===== src/sv/nec_pkg.sv =====
// ----------------------------------------------------------------------------
// nec_pkg: shared constants for the NEC IR pulse decoder
// Field widths, opcode and mode codes, register indexes and reset values.
// ----------------------------------------------------------------------------
package nec_pkg;

	localparam int DURATION_BITS_DEF = 16;

	localparam int DUR_W   = 16;
	localparam int TMO_W   = 8;
	localparam int BYTE_W  = 8;
	localparam int BITPOS_W = 3;
	localparam int OP_W    = 2;
	localparam int MODE_W  = 2;
	localparam int CIDX_W  = 3;
	localparam int CDATA_W = 16;

	localparam logic [BITPOS_W-1:0] LAST_BIT = 3'd7;

	// opcodes
	localparam logic [OP_W-1:0] OP_FALL = 2'd0;
	localparam logic [OP_W-1:0] OP_RISE = 2'd1;
	localparam logic [OP_W-1:0] OP_TICK = 2'd2;

	// decoder modes
	localparam logic [MODE_W-1:0] MODE_IDLE    = 2'd0;
	localparam logic [MODE_W-1:0] MODE_START   = 2'd1;
	localparam logic [MODE_W-1:0] MODE_RECEIVE = 2'd2;

	// configuration register indexes
	localparam logic [CIDX_W-1:0] REG_START_HIGH = 3'd0;
	localparam logic [CIDX_W-1:0] REG_START_LOW  = 3'd1;
	localparam logic [CIDX_W-1:0] REG_MARK       = 3'd2;
	localparam logic [CIDX_W-1:0] REG_ZERO_SPACE = 3'd3;
	localparam logic [CIDX_W-1:0] REG_ONE_SPACE  = 3'd4;
	localparam logic [CIDX_W-1:0] REG_TOLERANCE  = 3'd5;
	localparam logic [CIDX_W-1:0] REG_TIMEOUT    = 3'd6;

	// register reset values
	localparam logic [DUR_W-1:0] RST_START_HIGH = 16'd9000;
	localparam logic [DUR_W-1:0] RST_START_LOW  = 16'd4500;
	localparam logic [DUR_W-1:0] RST_MARK       = 16'd562;
	localparam logic [DUR_W-1:0] RST_ZERO_SPACE = 16'd562;
	localparam logic [DUR_W-1:0] RST_ONE_SPACE  = 16'd1687;
	localparam logic [DUR_W-1:0] RST_TOLERANCE  = 16'd200;
	localparam logic [TMO_W-1:0] RST_TIMEOUT    = 8'd20;

endpackage


===== src/sv/nec_if.sv =====
// ----------------------------------------------------------------------------
// nec_if: valid/ready channels of the NEC IR pulse decoder
// Input item channel, result channel and configuration write channel.
// ----------------------------------------------------------------------------
interface nec_item_if;
	logic                        valid;
	logic                        ready;
	logic [nec_pkg::OP_W-1:0]    opcode;
	logic [nec_pkg::DUR_W-1:0]   phase_len;

	modport source (output valid, output opcode, output phase_len, input ready);
	modport sink   (input valid, input opcode, input phase_len, output ready);
endinterface

interface nec_result_if;
	logic                         valid;
	logic                         ready;
	logic                         byte_valid;
	logic [nec_pkg::BYTE_W-1:0]   byte_data;
	logic [nec_pkg::MODE_W-1:0]   decoder_state;

	modport source (output valid, output byte_valid, output byte_data,
		output decoder_state, input ready);
	modport sink   (input valid, input byte_valid, input byte_data,
		input decoder_state, output ready);
endinterface

interface nec_cfg_if;
	logic                          valid;
	logic                          ready;
	logic [nec_pkg::CIDX_W-1:0]    index;
	logic [nec_pkg::CDATA_W-1:0]   data;

	modport source (output valid, output index, output data, input ready);
	modport sink   (input valid, input index, input data, output ready);
endinterface


===== src/sv/nec_ir_pulse_decoder.sv =====
// ----------------------------------------------------------------------------
// nec_ir_pulse_decoder: NEC-style infrared pulse decoder
// Checks the start burst, decodes bits from mark/space lengths, emits bytes.
// ----------------------------------------------------------------------------
// Usage:
//   item_in  - one transfer per IR line edge (falling or rising, with the
//              length in us of the phase that just ended) or per 1 ms tick.
//   result   - exactly one transfer per input item: byte_valid/byte_data
//              when the item completed a byte (MSB first), plus the decoder
//              state after the item.
//   cfg      - register writes (index, data); always ready. Write only while
//              no item is in flight.
// Pipeline: an accepted item is held in the input register; its result is
//   loaded into the result register when that can load and is presented
//   until taken. Throughput: one item per cycle while results are taken,
//   set by the single compare/update pass between the two registers.
// Stall: when the result is not taken, the result register holds, the input
//   register fills, and item_in.ready drops; nothing is lost.
// Reset (arst_n low): decoder idle, byte and bit count cleared, timeout
//   disarmed, all timing registers back to their NEC defaults.
// ----------------------------------------------------------------------------
module nec_ir_pulse_decoder #(
	parameter int DURATION_BITS = nec_pkg::DURATION_BITS_DEF
) (
	input  logic                 clk,
	input  logic                 arst_n,
	nec_item_if.sink             item_in,
	nec_result_if.source         result,
	nec_cfg_if.sink              cfg
);

	localparam int DW = nec_pkg::DUR_W;
	// only the low DURATION_BITS bits of a length count
	localparam logic [DW-1:0] DUR_MASK = (DURATION_BITS >= DW) ? {DW{1'b1}} :
		DW'((64'd1 << DURATION_BITS) - 64'd1);

	// ---------------- configuration registers ----------------
	logic [DW-1:0]                start_high_q, start_low_q, mark_q;
	logic [DW-1:0]                zero_space_q, one_space_q, tolerance_q;
	logic [nec_pkg::TMO_W-1:0]    timeout_q;

	assign cfg.ready = 1'b1;

	always_ff @(posedge clk or negedge arst_n) begin
		if (!arst_n) begin
			start_high_q <= nec_pkg::RST_START_HIGH;
			start_low_q  <= nec_pkg::RST_START_LOW;
			mark_q       <= nec_pkg::RST_MARK;
			zero_space_q <= nec_pkg::RST_ZERO_SPACE;
			one_space_q  <= nec_pkg::RST_ONE_SPACE;
			tolerance_q  <= nec_pkg::RST_TOLERANCE;
			timeout_q    <= nec_pkg::RST_TIMEOUT;
		end else if (cfg.valid) begin
			case (cfg.index)
				nec_pkg::REG_START_HIGH: start_high_q <= cfg.data;
				nec_pkg::REG_START_LOW:  start_low_q  <= cfg.data;
				nec_pkg::REG_MARK:       mark_q       <= cfg.data;
				nec_pkg::REG_ZERO_SPACE: zero_space_q <= cfg.data;
				nec_pkg::REG_ONE_SPACE:  one_space_q  <= cfg.data;
				nec_pkg::REG_TOLERANCE:  tolerance_q  <= cfg.data;
				nec_pkg::REG_TIMEOUT:    timeout_q    <= cfg.data[nec_pkg::TMO_W-1:0];
				default: ;
			endcase
		end
	end

	// ---------------- input register ----------------
	logic                         valid_s1;
	logic [nec_pkg::OP_W-1:0]     opcode_s1;
	logic [DW-1:0]                dur_s1;
	logic                         advance;   // result register can load

	assign advance       = !result.valid || result.ready;
	assign item_in.ready = !valid_s1 || advance;

	always_ff @(posedge clk or negedge arst_n) begin
		if (!arst_n) begin
			valid_s1 <= 1'b0;
		end else if (item_in.ready) begin
			valid_s1 <= item_in.valid;
		end
	end

	always_ff @(posedge clk) begin
		if (item_in.ready && item_in.valid) begin
			opcode_s1 <= item_in.opcode;
			dur_s1    <= item_in.phase_len & DUR_MASK;
		end
	end

	// ---------------- decoder state ----------------
	logic [nec_pkg::MODE_W-1:0]   mode_q;
	logic [nec_pkg::BYTE_W-1:0]   partial_q;
	logic [nec_pkg::BITPOS_W-1:0] bitpos_q;
	logic                         armed_q;
	logic [nec_pkg::TMO_W-1:0]    left_q;

	// |a - b| < tolerance
	function automatic logic near(input logic [DW-1:0] got, input logic [DW-1:0] want,
		input logic [DW-1:0] tol);
		logic [DW-1:0] d;
		begin
			d = (got > want) ? (got - want) : (want - got);
			near = d < tol;
		end
	endfunction

	logic near_sh, near_sl, near_mark, near_zero, near_one;
	assign near_sh   = near(dur_s1, start_high_q, tolerance_q);
	assign near_sl   = near(dur_s1, start_low_q, tolerance_q);
	assign near_mark = near(dur_s1, mark_q, tolerance_q);
	assign near_zero = near(dur_s1, zero_space_q, tolerance_q);
	assign near_one  = near(dur_s1, one_space_q, tolerance_q);

	logic [nec_pkg::MODE_W-1:0]   mode_d;
	logic [nec_pkg::BYTE_W-1:0]   partial_d, shifted;
	logic [nec_pkg::BITPOS_W-1:0] bitpos_d;
	logic                         armed_d;
	logic [nec_pkg::TMO_W-1:0]    left_d;
	logic                         bval_d;
	logic [nec_pkg::BYTE_W-1:0]   bdata_d;
	logic                         take, bit_val;

	// bit lands at position 7 - bitpos (MSB first)
	assign bit_val = !near_zero;   // zero wins when both spaces match
	assign shifted = partial_q |
		(nec_pkg::BYTE_W'(bit_val) << (nec_pkg::LAST_BIT - bitpos_q));

	always_comb begin
		mode_d    = mode_q;
		partial_d = partial_q;
		bitpos_d  = bitpos_q;
		armed_d   = armed_q;
		left_d    = left_q;
		bval_d    = 1'b0;
		bdata_d   = '0;
		take      = 1'b0;
		case (opcode_s1)
			nec_pkg::OP_FALL: begin
				case (mode_q)
					nec_pkg::MODE_START: begin
						if (!near_sh) mode_d = nec_pkg::MODE_IDLE;
					end
					nec_pkg::MODE_RECEIVE: begin
						if (near_mark) begin
							armed_d = 1'b1;
							left_d  = timeout_q;
						end else begin
							mode_d = nec_pkg::MODE_IDLE;
						end
					end
					default: mode_d = nec_pkg::MODE_IDLE;
				endcase
			end
			nec_pkg::OP_RISE: begin
				case (mode_q)
					nec_pkg::MODE_START: begin
						if (near_sl) begin
							partial_d = '0;
							bitpos_d  = '0;
							mode_d    = nec_pkg::MODE_RECEIVE;
						end else begin
							mode_d = nec_pkg::MODE_IDLE;
						end
					end
					nec_pkg::MODE_RECEIVE: begin
						if (near_zero || near_one) take = 1'b1;
						else mode_d = nec_pkg::MODE_IDLE;
					end
					default: mode_d = nec_pkg::MODE_START;
				endcase
			end
			nec_pkg::OP_TICK: begin
				if (armed_q) begin
					if (left_q <= nec_pkg::TMO_W'(1)) begin
						armed_d = 1'b0;
						left_d  = '0;
						if (mode_q == nec_pkg::MODE_RECEIVE) mode_d = nec_pkg::MODE_IDLE;
					end else begin
						left_d = left_q - nec_pkg::TMO_W'(1);
					end
				end
			end
			default: ;
		endcase

		// a decoded bit disarms the timeout and may close the byte
		if (take) begin
			armed_d = 1'b0;
			left_d  = '0;
			if (bitpos_q == nec_pkg::LAST_BIT) begin
				bval_d    = 1'b1;
				bdata_d   = shifted;
				partial_d = '0;
				bitpos_d  = '0;
			end else begin
				partial_d = shifted;
				bitpos_d  = bitpos_q + nec_pkg::BITPOS_W'(1);
			end
		end
	end

	logic step;
	assign step = valid_s1 && advance;

	always_ff @(posedge clk or negedge arst_n) begin
		if (!arst_n) begin
			mode_q    <= nec_pkg::MODE_IDLE;
			partial_q <= '0;
			bitpos_q  <= '0;
			armed_q   <= 1'b0;
			left_q    <= '0;
		end else if (step) begin
			mode_q    <= mode_d;
			partial_q <= partial_d;
			bitpos_q  <= bitpos_d;
			armed_q   <= armed_d;
			left_q    <= left_d;
		end
	end

	// ---------------- result register ----------------
	logic                         res_valid_q;
	logic                         bval_q;
	logic [nec_pkg::BYTE_W-1:0]   bdata_q;
	logic [nec_pkg::MODE_W-1:0]   state_q;

	always_ff @(posedge clk or negedge arst_n) begin
		if (!arst_n) begin
			res_valid_q <= 1'b0;
		end else if (advance) begin
			res_valid_q <= valid_s1;
		end
	end

	always_ff @(posedge clk) begin
		if (step) begin
			bval_q  <= bval_d;
			bdata_q <= bdata_d;
			state_q <= mode_d;
		end
	end

	assign result.valid         = res_valid_q;
	assign result.byte_valid    = bval_q;
	assign result.byte_data     = bdata_q;
	assign result.decoder_state = state_q;

endmodule

===== src/flat_wrapper.sv =====
// flat-port wrapper written by rule: the top's interface ports become plain ports
module nec_ir_pulse_decoder_flat 
#(
	parameter int DURATION_BITS = nec_pkg::DURATION_BITS_DEF
)
  (clk, arst_n, item_in_valid, item_in_opcode, item_in_phase_len, item_in_ready, result_valid, result_byte_valid, result_byte_data, result_decoder_state, result_ready, cfg_valid, cfg_index, cfg_data, cfg_ready);
  nec_item_if item_in_i ();
  nec_result_if result_i ();
  nec_cfg_if cfg_i ();
  input  logic clk;
  input  logic arst_n;
  input wire logic [$bits(item_in_i.valid)-1:0] item_in_valid;
  input wire logic [$bits(item_in_i.opcode)-1:0] item_in_opcode;
  input wire logic [$bits(item_in_i.phase_len)-1:0] item_in_phase_len;
  output wire logic [$bits(item_in_i.ready)-1:0] item_in_ready;
  output wire logic [$bits(result_i.valid)-1:0] result_valid;
  output wire logic [$bits(result_i.byte_valid)-1:0] result_byte_valid;
  output wire logic [$bits(result_i.byte_data)-1:0] result_byte_data;
  output wire logic [$bits(result_i.decoder_state)-1:0] result_decoder_state;
  input wire logic [$bits(result_i.ready)-1:0] result_ready;
  input wire logic [$bits(cfg_i.valid)-1:0] cfg_valid;
  input wire logic [$bits(cfg_i.index)-1:0] cfg_index;
  input wire logic [$bits(cfg_i.data)-1:0] cfg_data;
  output wire logic [$bits(cfg_i.ready)-1:0] cfg_ready;
  assign item_in_i.valid = item_in_valid;
  assign item_in_i.opcode = item_in_opcode;
  assign item_in_i.phase_len = item_in_phase_len;
  assign item_in_ready = item_in_i.ready;
  assign result_valid = result_i.valid;
  assign result_byte_valid = result_i.byte_valid;
  assign result_byte_data = result_i.byte_data;
  assign result_decoder_state = result_i.decoder_state;
  assign result_i.ready = result_ready;
  assign cfg_i.valid = cfg_valid;
  assign cfg_i.index = cfg_index;
  assign cfg_i.data = cfg_data;
  assign cfg_ready = cfg_i.ready;
  nec_ir_pulse_decoder #(.DURATION_BITS(DURATION_BITS)) u_core (.clk(clk), .arst_n(arst_n), .item_in(item_in_i), .result(result_i), .cfg(cfg_i));
endmodule

===== config.mk =====
export PLATFORM = sky130hd
export DESIGN_NAME = nec_ir_pulse_decoder_flat
export DESIGN_NICKNAME = d
export VERILOG_FILES = /design/src/sv/nec_pkg.sv /design/src/sv/nec_if.sv /design/src/sv/nec_ir_pulse_decoder.sv /design/src/flat_wrapper.sv
export SDC_FILE = /design/constraint.sdc
export NUM_CORES = 1
export LEC_CHECK = 0
export BUFFER_PORTS_ARGS = -buffer_cell sky130_fd_sc_hd__buf_4
export CAP_MARGIN = 25
export CORE_AREA = 2 2 188 172
export DETAILED_ROUTE_END_ITERATION = 12
export DIE_AREA = 0 0 190 174
export HOLD_SLACK_MARGIN = 0.15
export PLACE_DENSITY = 0.66
export SETUP_SLACK_MARGIN = 0.4
export SYNTH_ARGS = -nofsm -noshare
export SYNTH_HDL_FRONTEND = slang
export SYNTH_SLANG_ARGS = --single-unit

===== constraint.sdc =====
create_clock -name clk -period 12.6 [get_ports clk]
set_clock_uncertainty 0.2 [all_clocks]
set_input_delay 1.89 -clock clk [delete_from_list [all_inputs] [get_ports clk]]
set_output_delay 1.89 -clock clk [all_outputs]
set_load 0.01 [all_outputs]

==> impl_results.md, run 1 <==
* Status: completed
* Routed vias at 13,061
* Final Hold Vio Count at 0
* # Post-CTS Setup Buffers at 0
* Startpoint class of the critical path: flop
* Fin. max-slew vios at 0
* Req. time, crit path at 12,740 ps
* Max FO, Critical Path at 12
* Clock sinks at 157
* Gr usage total at 28.9%
* Pint at 1690 uW
* GP Congestion at 0.947
* Initial DRT Pass Iterations at 6
* Sequential power share at 23.6%
* Final Setup Violations at 0
* Peak supply drop at 0.000121 V
* Relative slew margins at 38.3%
* Routed Antenna Nets at 0
* Nets at 2,020
* Placed Cells at 2,125
* Layout Cells excl Fill at 2,161
* Number of flops mapped to enable cells by yosys at 29
* Post-Syn Nets at 2,004
* Top FF cell, synth: dfrtp_1
* Crit path time final at 6650 ps
* Pwr dens at 185 mW/mm2
* F_max at 0.150 GHz
* Hold Buf Count CTS at 0
* DRT iter0 DRCs at 1,260
* Setup crit end kind: flop
* Core Area at 0.0313 mm2
* Post-synth top area share at 19.3%
* Worst EP arrival at 6800 ps
* Largest net degree at the start of global routing at 70
* Boundary Pins at 56
* Slew @ Worst Pin at 925 ps
* Number of core rows at 62
* Detail Placement HPWL at 37,200 um
* Total congestion overflow at 0
* H-Tree Depth at 4
* Synthesis-to-layout area growth at 8.88%
* Initial Util at 49.0%
* Cts repair resizes at 0
* Insertion delay of the later-clocked pin in the worst-skew pair at 450 ps
* Combinational Power Share at 58.8%
* Initial antenna violation count at 1
* Hold WS at 301 ps
* Number of global-route vias before repair at 12,452
* Post-Route WL at 47,200 um
* Synth Warn # at 0
* Clock-pin transition on the worst setup and hold timing paths at 80 ps
* Max-cap violations at 0
* CTS tree: yes
* Die Span Y at 174 um
* Top cells by area, synth: ha_1 19%, dfrtp_1 16%, edfxtp_1 5.7%
* Post-synth ARST share at 81.5%
* Clock buffer count from CTS at 17
* Vias/cell at 6.04
* Net Switching at 1410 uW
* Post-Syn Area at 0.0153 mm2
* Setup_tns at 0 ps
* Clock Power Share at 17.6%
* Number of distinct library cells after synthesis at 87
* Register area share after synthesis at 26.8%
* Leak at 0.00806 uW
* DRC Markers at 0
* Syn Area/Cell at 8.94 um2
* First-pass GRT wire length at 73,300 um
* Clk root buf: clkbuf_16
* Clock buffer depth at 2
* DR WL/cell at 21.9 um
* Die area at 0.0331 mm2
* Number of synthesized register bits at 157
* Biggest area consumer among synthesized cells: ha_1
* Mapped Cells at 1,715
* Sw frac at 45.5%
* Buffers added on ports at 54
* Critical path type: flop to flop
* Final worst-path cycle share at 52.8%
* RSZ-0062 raised after global routing: false
* Fin util at 53.4%
* Die Span X at 190 um
* Share of layout cells above drive strength 1 at 12.3%
* Class of the worst hold path: flop to flop
final cells by class:
type / instances / area (um2)
sequential: 157 / 4110
inverter: 155 / 582
fill: 2917 / 14600
clock buffer: 18 / 439
antenna: 1 / 2.50
clock inverter: 14 / 169
tap: 416 / 520
timing repair buffer: 70 / 557
multi-input combinational: 1330 / 10300
cells in the mapped netlist (all sizes together), types with 30 or more instances:
library cell / number
o21ai: 131
ha: 237
buf: 33
nor2: 79
nand2: 128
a21o: 106
mux2: 52
dfrtp: 98
mux2i: 45
a21oi: 120
clkbuf: 40
inv: 155
xnor2: 45
dfstp: 30
worst max-delay path: stages (launching register included):
cell and delay, ps:
edfxtp_1 760, inv_1 460, ha_1 480, nand4_1 170, nor4_4 550, a21oi_2 200, buf_4 260, mux2_1 340
a211oi_1 300, o311ai_1 230, a31oi_1 270, xnor2_1 110, ha_1 280, and3_1 200, nand4_1 160, a211oi_1 300
a211oi_1 110, buf_4 180, o21bai_1 280, or2_0 390, a211oi_1 110, a211oi_1 210
routing by layer:
layer	global-route usage [%]	vias up	wire length, um
met2	42.0	515	19700
met5	0	-	9
li1	-	6210	-
met3	6.04	79	3660
met4	9.92	2	1430
met1	42.4	6255	22400
per-stage QoR:
stage	total power (uW)	setup slack [ps]	cell area, um2
2_1_floorplan	2030	7270	15300
3_3_place_gp	2470	6070	16000
3_5_place_dp	2500	5880	16000
4_1_cts	3060	5840	16600
5_1_grt	3340	5610	16700
6_report	3100	5950	16700
placed cells by master (no fill, tap or decap), types with 17 or more instances in the layout:
cell       count
nor3_1        21
nor2_1        79
o21ai_0      126
a21o_1       106
dfrtp_1       98
buf_4         67
clkbuf_16     17
mux2_2        49
dfstp_2       30
nor2b_1       22
and3_1        20
nand2_1      127
inv_1        155
xor2_1        27
edfxtp_1      29
mux2i_1       45
a21oi_1      118
o21bai_1      22
ha_1         237
a31oi_1       20
nand4_1       24
xnor2_1       45
nand3_1       21
sequential cells by signal, summed over array words and instances, names as in the netlist:
| signal | flops |
|---|---|
| u_core.result.byte_data | 8 |
| u_core.start_high_q | 16 |
| u_core.partial_q | 8 |
| u_core.timeout_q | 8 |
| u_core.valid_s1 | 1 |
| u_core.armed_q | 1 |
| u_core.result.byte_valid | 1 |
| u_core.dur_s1 | 16 |
| u_core.tolerance_q | 16 |
| u_core.start_low_q | 16 |
| u_core.mode_q | 2 |
| u_core.one_space_q | 16 |
| u_core.mark_q | 16 |
| u_core.left_q | 8 |
| u_core.zero_space_q | 16 |
| u_core.opcode_s1 | 2 |
| u_core.result.valid | 1 |
| u_core.result.decoder_state | 2 |
| u_core.bitpos_q | 3 |
power groups by stage:
| stage | combinational, uW | clock, uW | sequential, uW |
|---|---|---|---|
| 2_1_floorplan | 1320 | 0 | 706 |
| 5_1_grt | 2020 | 575 | 743 |
| 6_report | 1820 | 546 | 730 |
| 3_3_place_gp | 1740 | 0 | 732 |
| 3_5_place_dp | 1770 | 0 | 734 |
| 4_1_cts | 1780 | 554 | 727 |
path summary, 6_finish.rpt:
check	startpoint	endpoint	slack, ps	depth (start not counted)
min in group asynchronous	arst_n	u_core.start_low_q[15]	1240	1
worst min-delay path	u_core.partial_q[7]	u_core.partial_q[7]	300	2
max in group asynchronous	arst_n	u_core.partial_q[1]	9590	2
worst max-delay path	u_core.dur_s1[1]	u_core.left_q[1]	5950	21
worst max register to register	u_core.dur_s1[1]	u_core.left_q[1]	5950	21
worst min register to register	u_core.partial_q[7]	u_core.partial_q[7]	300	2
kinds of logic after synthesis:
group / synth area share (%)
buffers and inverters: 6.13
AND/OR/NAND/NOR: 12.4
adder cells (fa/ha/maj): 20.6
AO/OA/AOI/OAI: 23.1
flip-flops: 26.8
XOR/XNOR: 4.11
multiplexers: 6.78
other: 0.0245
(Power assumes the default switching activity.)
==> run 2, diff against run 1 <==
Clock period 12.6 ns to 6.8 ns, I/O delays scaled along.
==> run 2 against run 1 <==
Against the previous run:
- worst setup slack got worse by 5200 ps
- sequential power increased by 85%
- sequential cell count unchanged
- highest routed layer is now met4
==> impl_results.md, run 2 (synthesized netlist as in run 1, its figures left out) <==
* Reg-to-Reg End: u_core.left_q[1]
* Hold endpoint: u_core.partial_q[6]
* Detail Placement HPWL at 37,900 um
* Post-Route WL at 47,600 um
* Final Hold Vio Count at 0
* Crit path top cell by count: a211oi_1
* Total congestion overflow at 0
* Startpoint class of the critical path: flop
* DR WL/cell at 21.8 um
* Sw frac at 45.5%
* DRT iter0 DRCs at 1,226
* Gr usage total at 29.0%
* Vias/cell at 6.03
* Setup_tns at 0 ps
* Commonest non-fill, non-tap cell in the layout: ha_1
* Largest net degree at the start of global routing at 73
* Insertion delay of the later-clocked pin in the worst-skew pair at 440 ps
* Die Span X at 190 um
* Reg area at 0.00411 mm2
* Worst EP arrival at 6190 ps
* Largest incremental delay on the critical path at 580 ps
* Status: completed
* Combinational Power Share at 59.6%
* Fin util at 54.1%
* CTS tree: yes
* Routed Antenna Nets at 0
* Core Area at 0.0313 mm2
* Class of the worst hold path: flop to flop
* Diode count at 0
* Sequential power share at 23.3%
* Clock-pin transition on the worst setup and hold timing paths at 80 ps
* Relative slew margins at 40.6%
* Initial Util at 49.0%
* Peak supply drop at 0.000204 V
* Pint at 3160 uW
* GP Congestion at 0.964
* Crit path time final at 6040 ps
* Boundary Pins at 56
* Fin. max-slew vios at 0
* Clock buffer count from CTS at 17
* FF-to-FF setup slack at 760 ps
* Cell Chain, Critical Path: inv_1 -> ha_1 -> o21ai_0 -> o21ai_1 -> o211ai_1 -> buf_4 -> a21oi_4 -> mux2_1 -> a211oi_1 -> o311ai_1 -> a31oi_1 -> xnor2_1 -> ha_1 -> and3_1 -> nand4_1 -> a211oi_1 -> a211oi_1 -> buf_4 -> o21bai_1 -> or2_0 -> a211oi_1 -> a211oi_1
* DRC Markers at 0
* R2R depth at 22
* Final worst-path cycle share at 88.9%
* H-Tree Depth at 4
* Pwr dens at 343 mW/mm2
* RSZ-0062 raised after global routing: true
* Clock Power Share at 17.2%
* Critical path type: flop to flop
* Buffers added on ports at 54
* Net Switching at 2640 uW
* Nets at 2,044
* Clock sinks at 157
* Die Span Y at 174 um
* Number of core rows at 62
* Hold depth at 2
* Leak at 0.00819 uW
* Setup crit end kind: flop
* Reg2Reg Launch Point: u_core.dur_s1[3]
* Slew @ Worst Pin at 882 ps
* Initial antenna violation count at 0
* Commonest non-fill, non-tap cells in the layout: 234 x ha_1, 155 x inv_1, 127 x nand2_1, 125 x o21ai_0, 117 x a21oi_1
* Initial DRT Pass Iterations at 5
* Clk root buf: clkbuf_16
* F_max at 0.165 GHz
* Synthesis-to-layout area growth at 10.4%
* Max FO, Critical Path at 10
* Fill cells at 2,870
* Number of global-route vias before repair at 12,454
* Area of the multi-input gates at 0.0104 mm2
* Req. time, crit path at 6950 ps
* Die area at 0.0331 mm2
* Clock buffer depth at 2
* Hold Buf Count CTS at 0
* Max-cap violations at 0
* Slowest CP cell: edfxtp_1
* Share of layout cells above drive strength 1 at 13.8%
* Final Setup Violations at 0
* Routed vias at 13,175
* First-pass GRT wire length at 73,800 um
* Hold path startpoint: u_core.partial_q[6]
run 2: power by group through the flow:
stage          registers (uW)  clock network, uW  logic [uW]
3_3_place_gp             1360                  0        3260
4_1_cts                  1350               1010        3330
5_1_grt                  1380               1050        3820
2_1_floorplan            1310                  0        2440
3_5_place_dp             1360                  0        3300
6_report                 1350                996        3450
run 2: critical path, delay by kind of cell, from the launching register on:
family / cells / cell delay [ps]
DFF: 1 / 580
buffers and inverters: 3 / 600
and+or+nand+nor: 3 / 710
adders and majority gates: 2 / 780
AOI/OAI and AO/OA: 12 / 2570
xor gates and xnor gates: 1 / 140
muxes: 1 / 360
run 2: worst max-delay path by stage:
stage,from,end,slack [ps]
after floorplan,u_core.dur_s1[0],u_core.bitpos_q[0],1470
after global placement,u_core.dur_s1[13],u_core.left_q[1],370
after detailed placement,u_core.dur_s1[13],u_core.left_q[1],390
after CTS,u_core.dur_s1[0],u_core.left_q[1],470
after global routing,u_core.dur_s1[0],u_core.left_q[7],370
final,u_core.dur_s1[3],u_core.left_q[1],760
run 2: repair_timing:
item	in CTS	in global routing
buffers inserted	0	14
pin swaps	0	3
setup endpoints to repair	1	22
gates resized for setup	1	8
run 2: per-layer routing:
layer  vias to the layer above  part of all wire [%]  global-route usage [%]
li1                       6255                     -                       -
met1                      6374                    48                    43.6
met2                       486                    42                    42.6
met3                        60                   6.9                    4.36
met4                         0                   3.0                    9.01
met5                         -                     0                       0
run 2: area by class of cell:
type                       count  area share [%]
timing repair buffer          94            4.40
clock buffer                  18            2.66
inverter                     155            3.44
multi-input combinational   1330            61.2
tap                          416            3.08
clock inverter                14           0.932
sequential                   157            24.3
run 2: per-stage QoR:
step / worst slack [ps] / hold slack [ps] / instances / cell area [um2] / total power [uW]
floorplan: 1470 / 255 / 1715 / 15300 / 3750
global placement: 368 / 268 / 2135 / 16100 / 4620
detailed placement: 388 / 281 / 2137 / 16100 / 4670
CTS: 474 / 298 / 2169 / 16800 / 5690
global route: 367 / 313 / 2184 / 16900 / 6250
finish: 758 / 300 / 2184 / 16900 / 5800
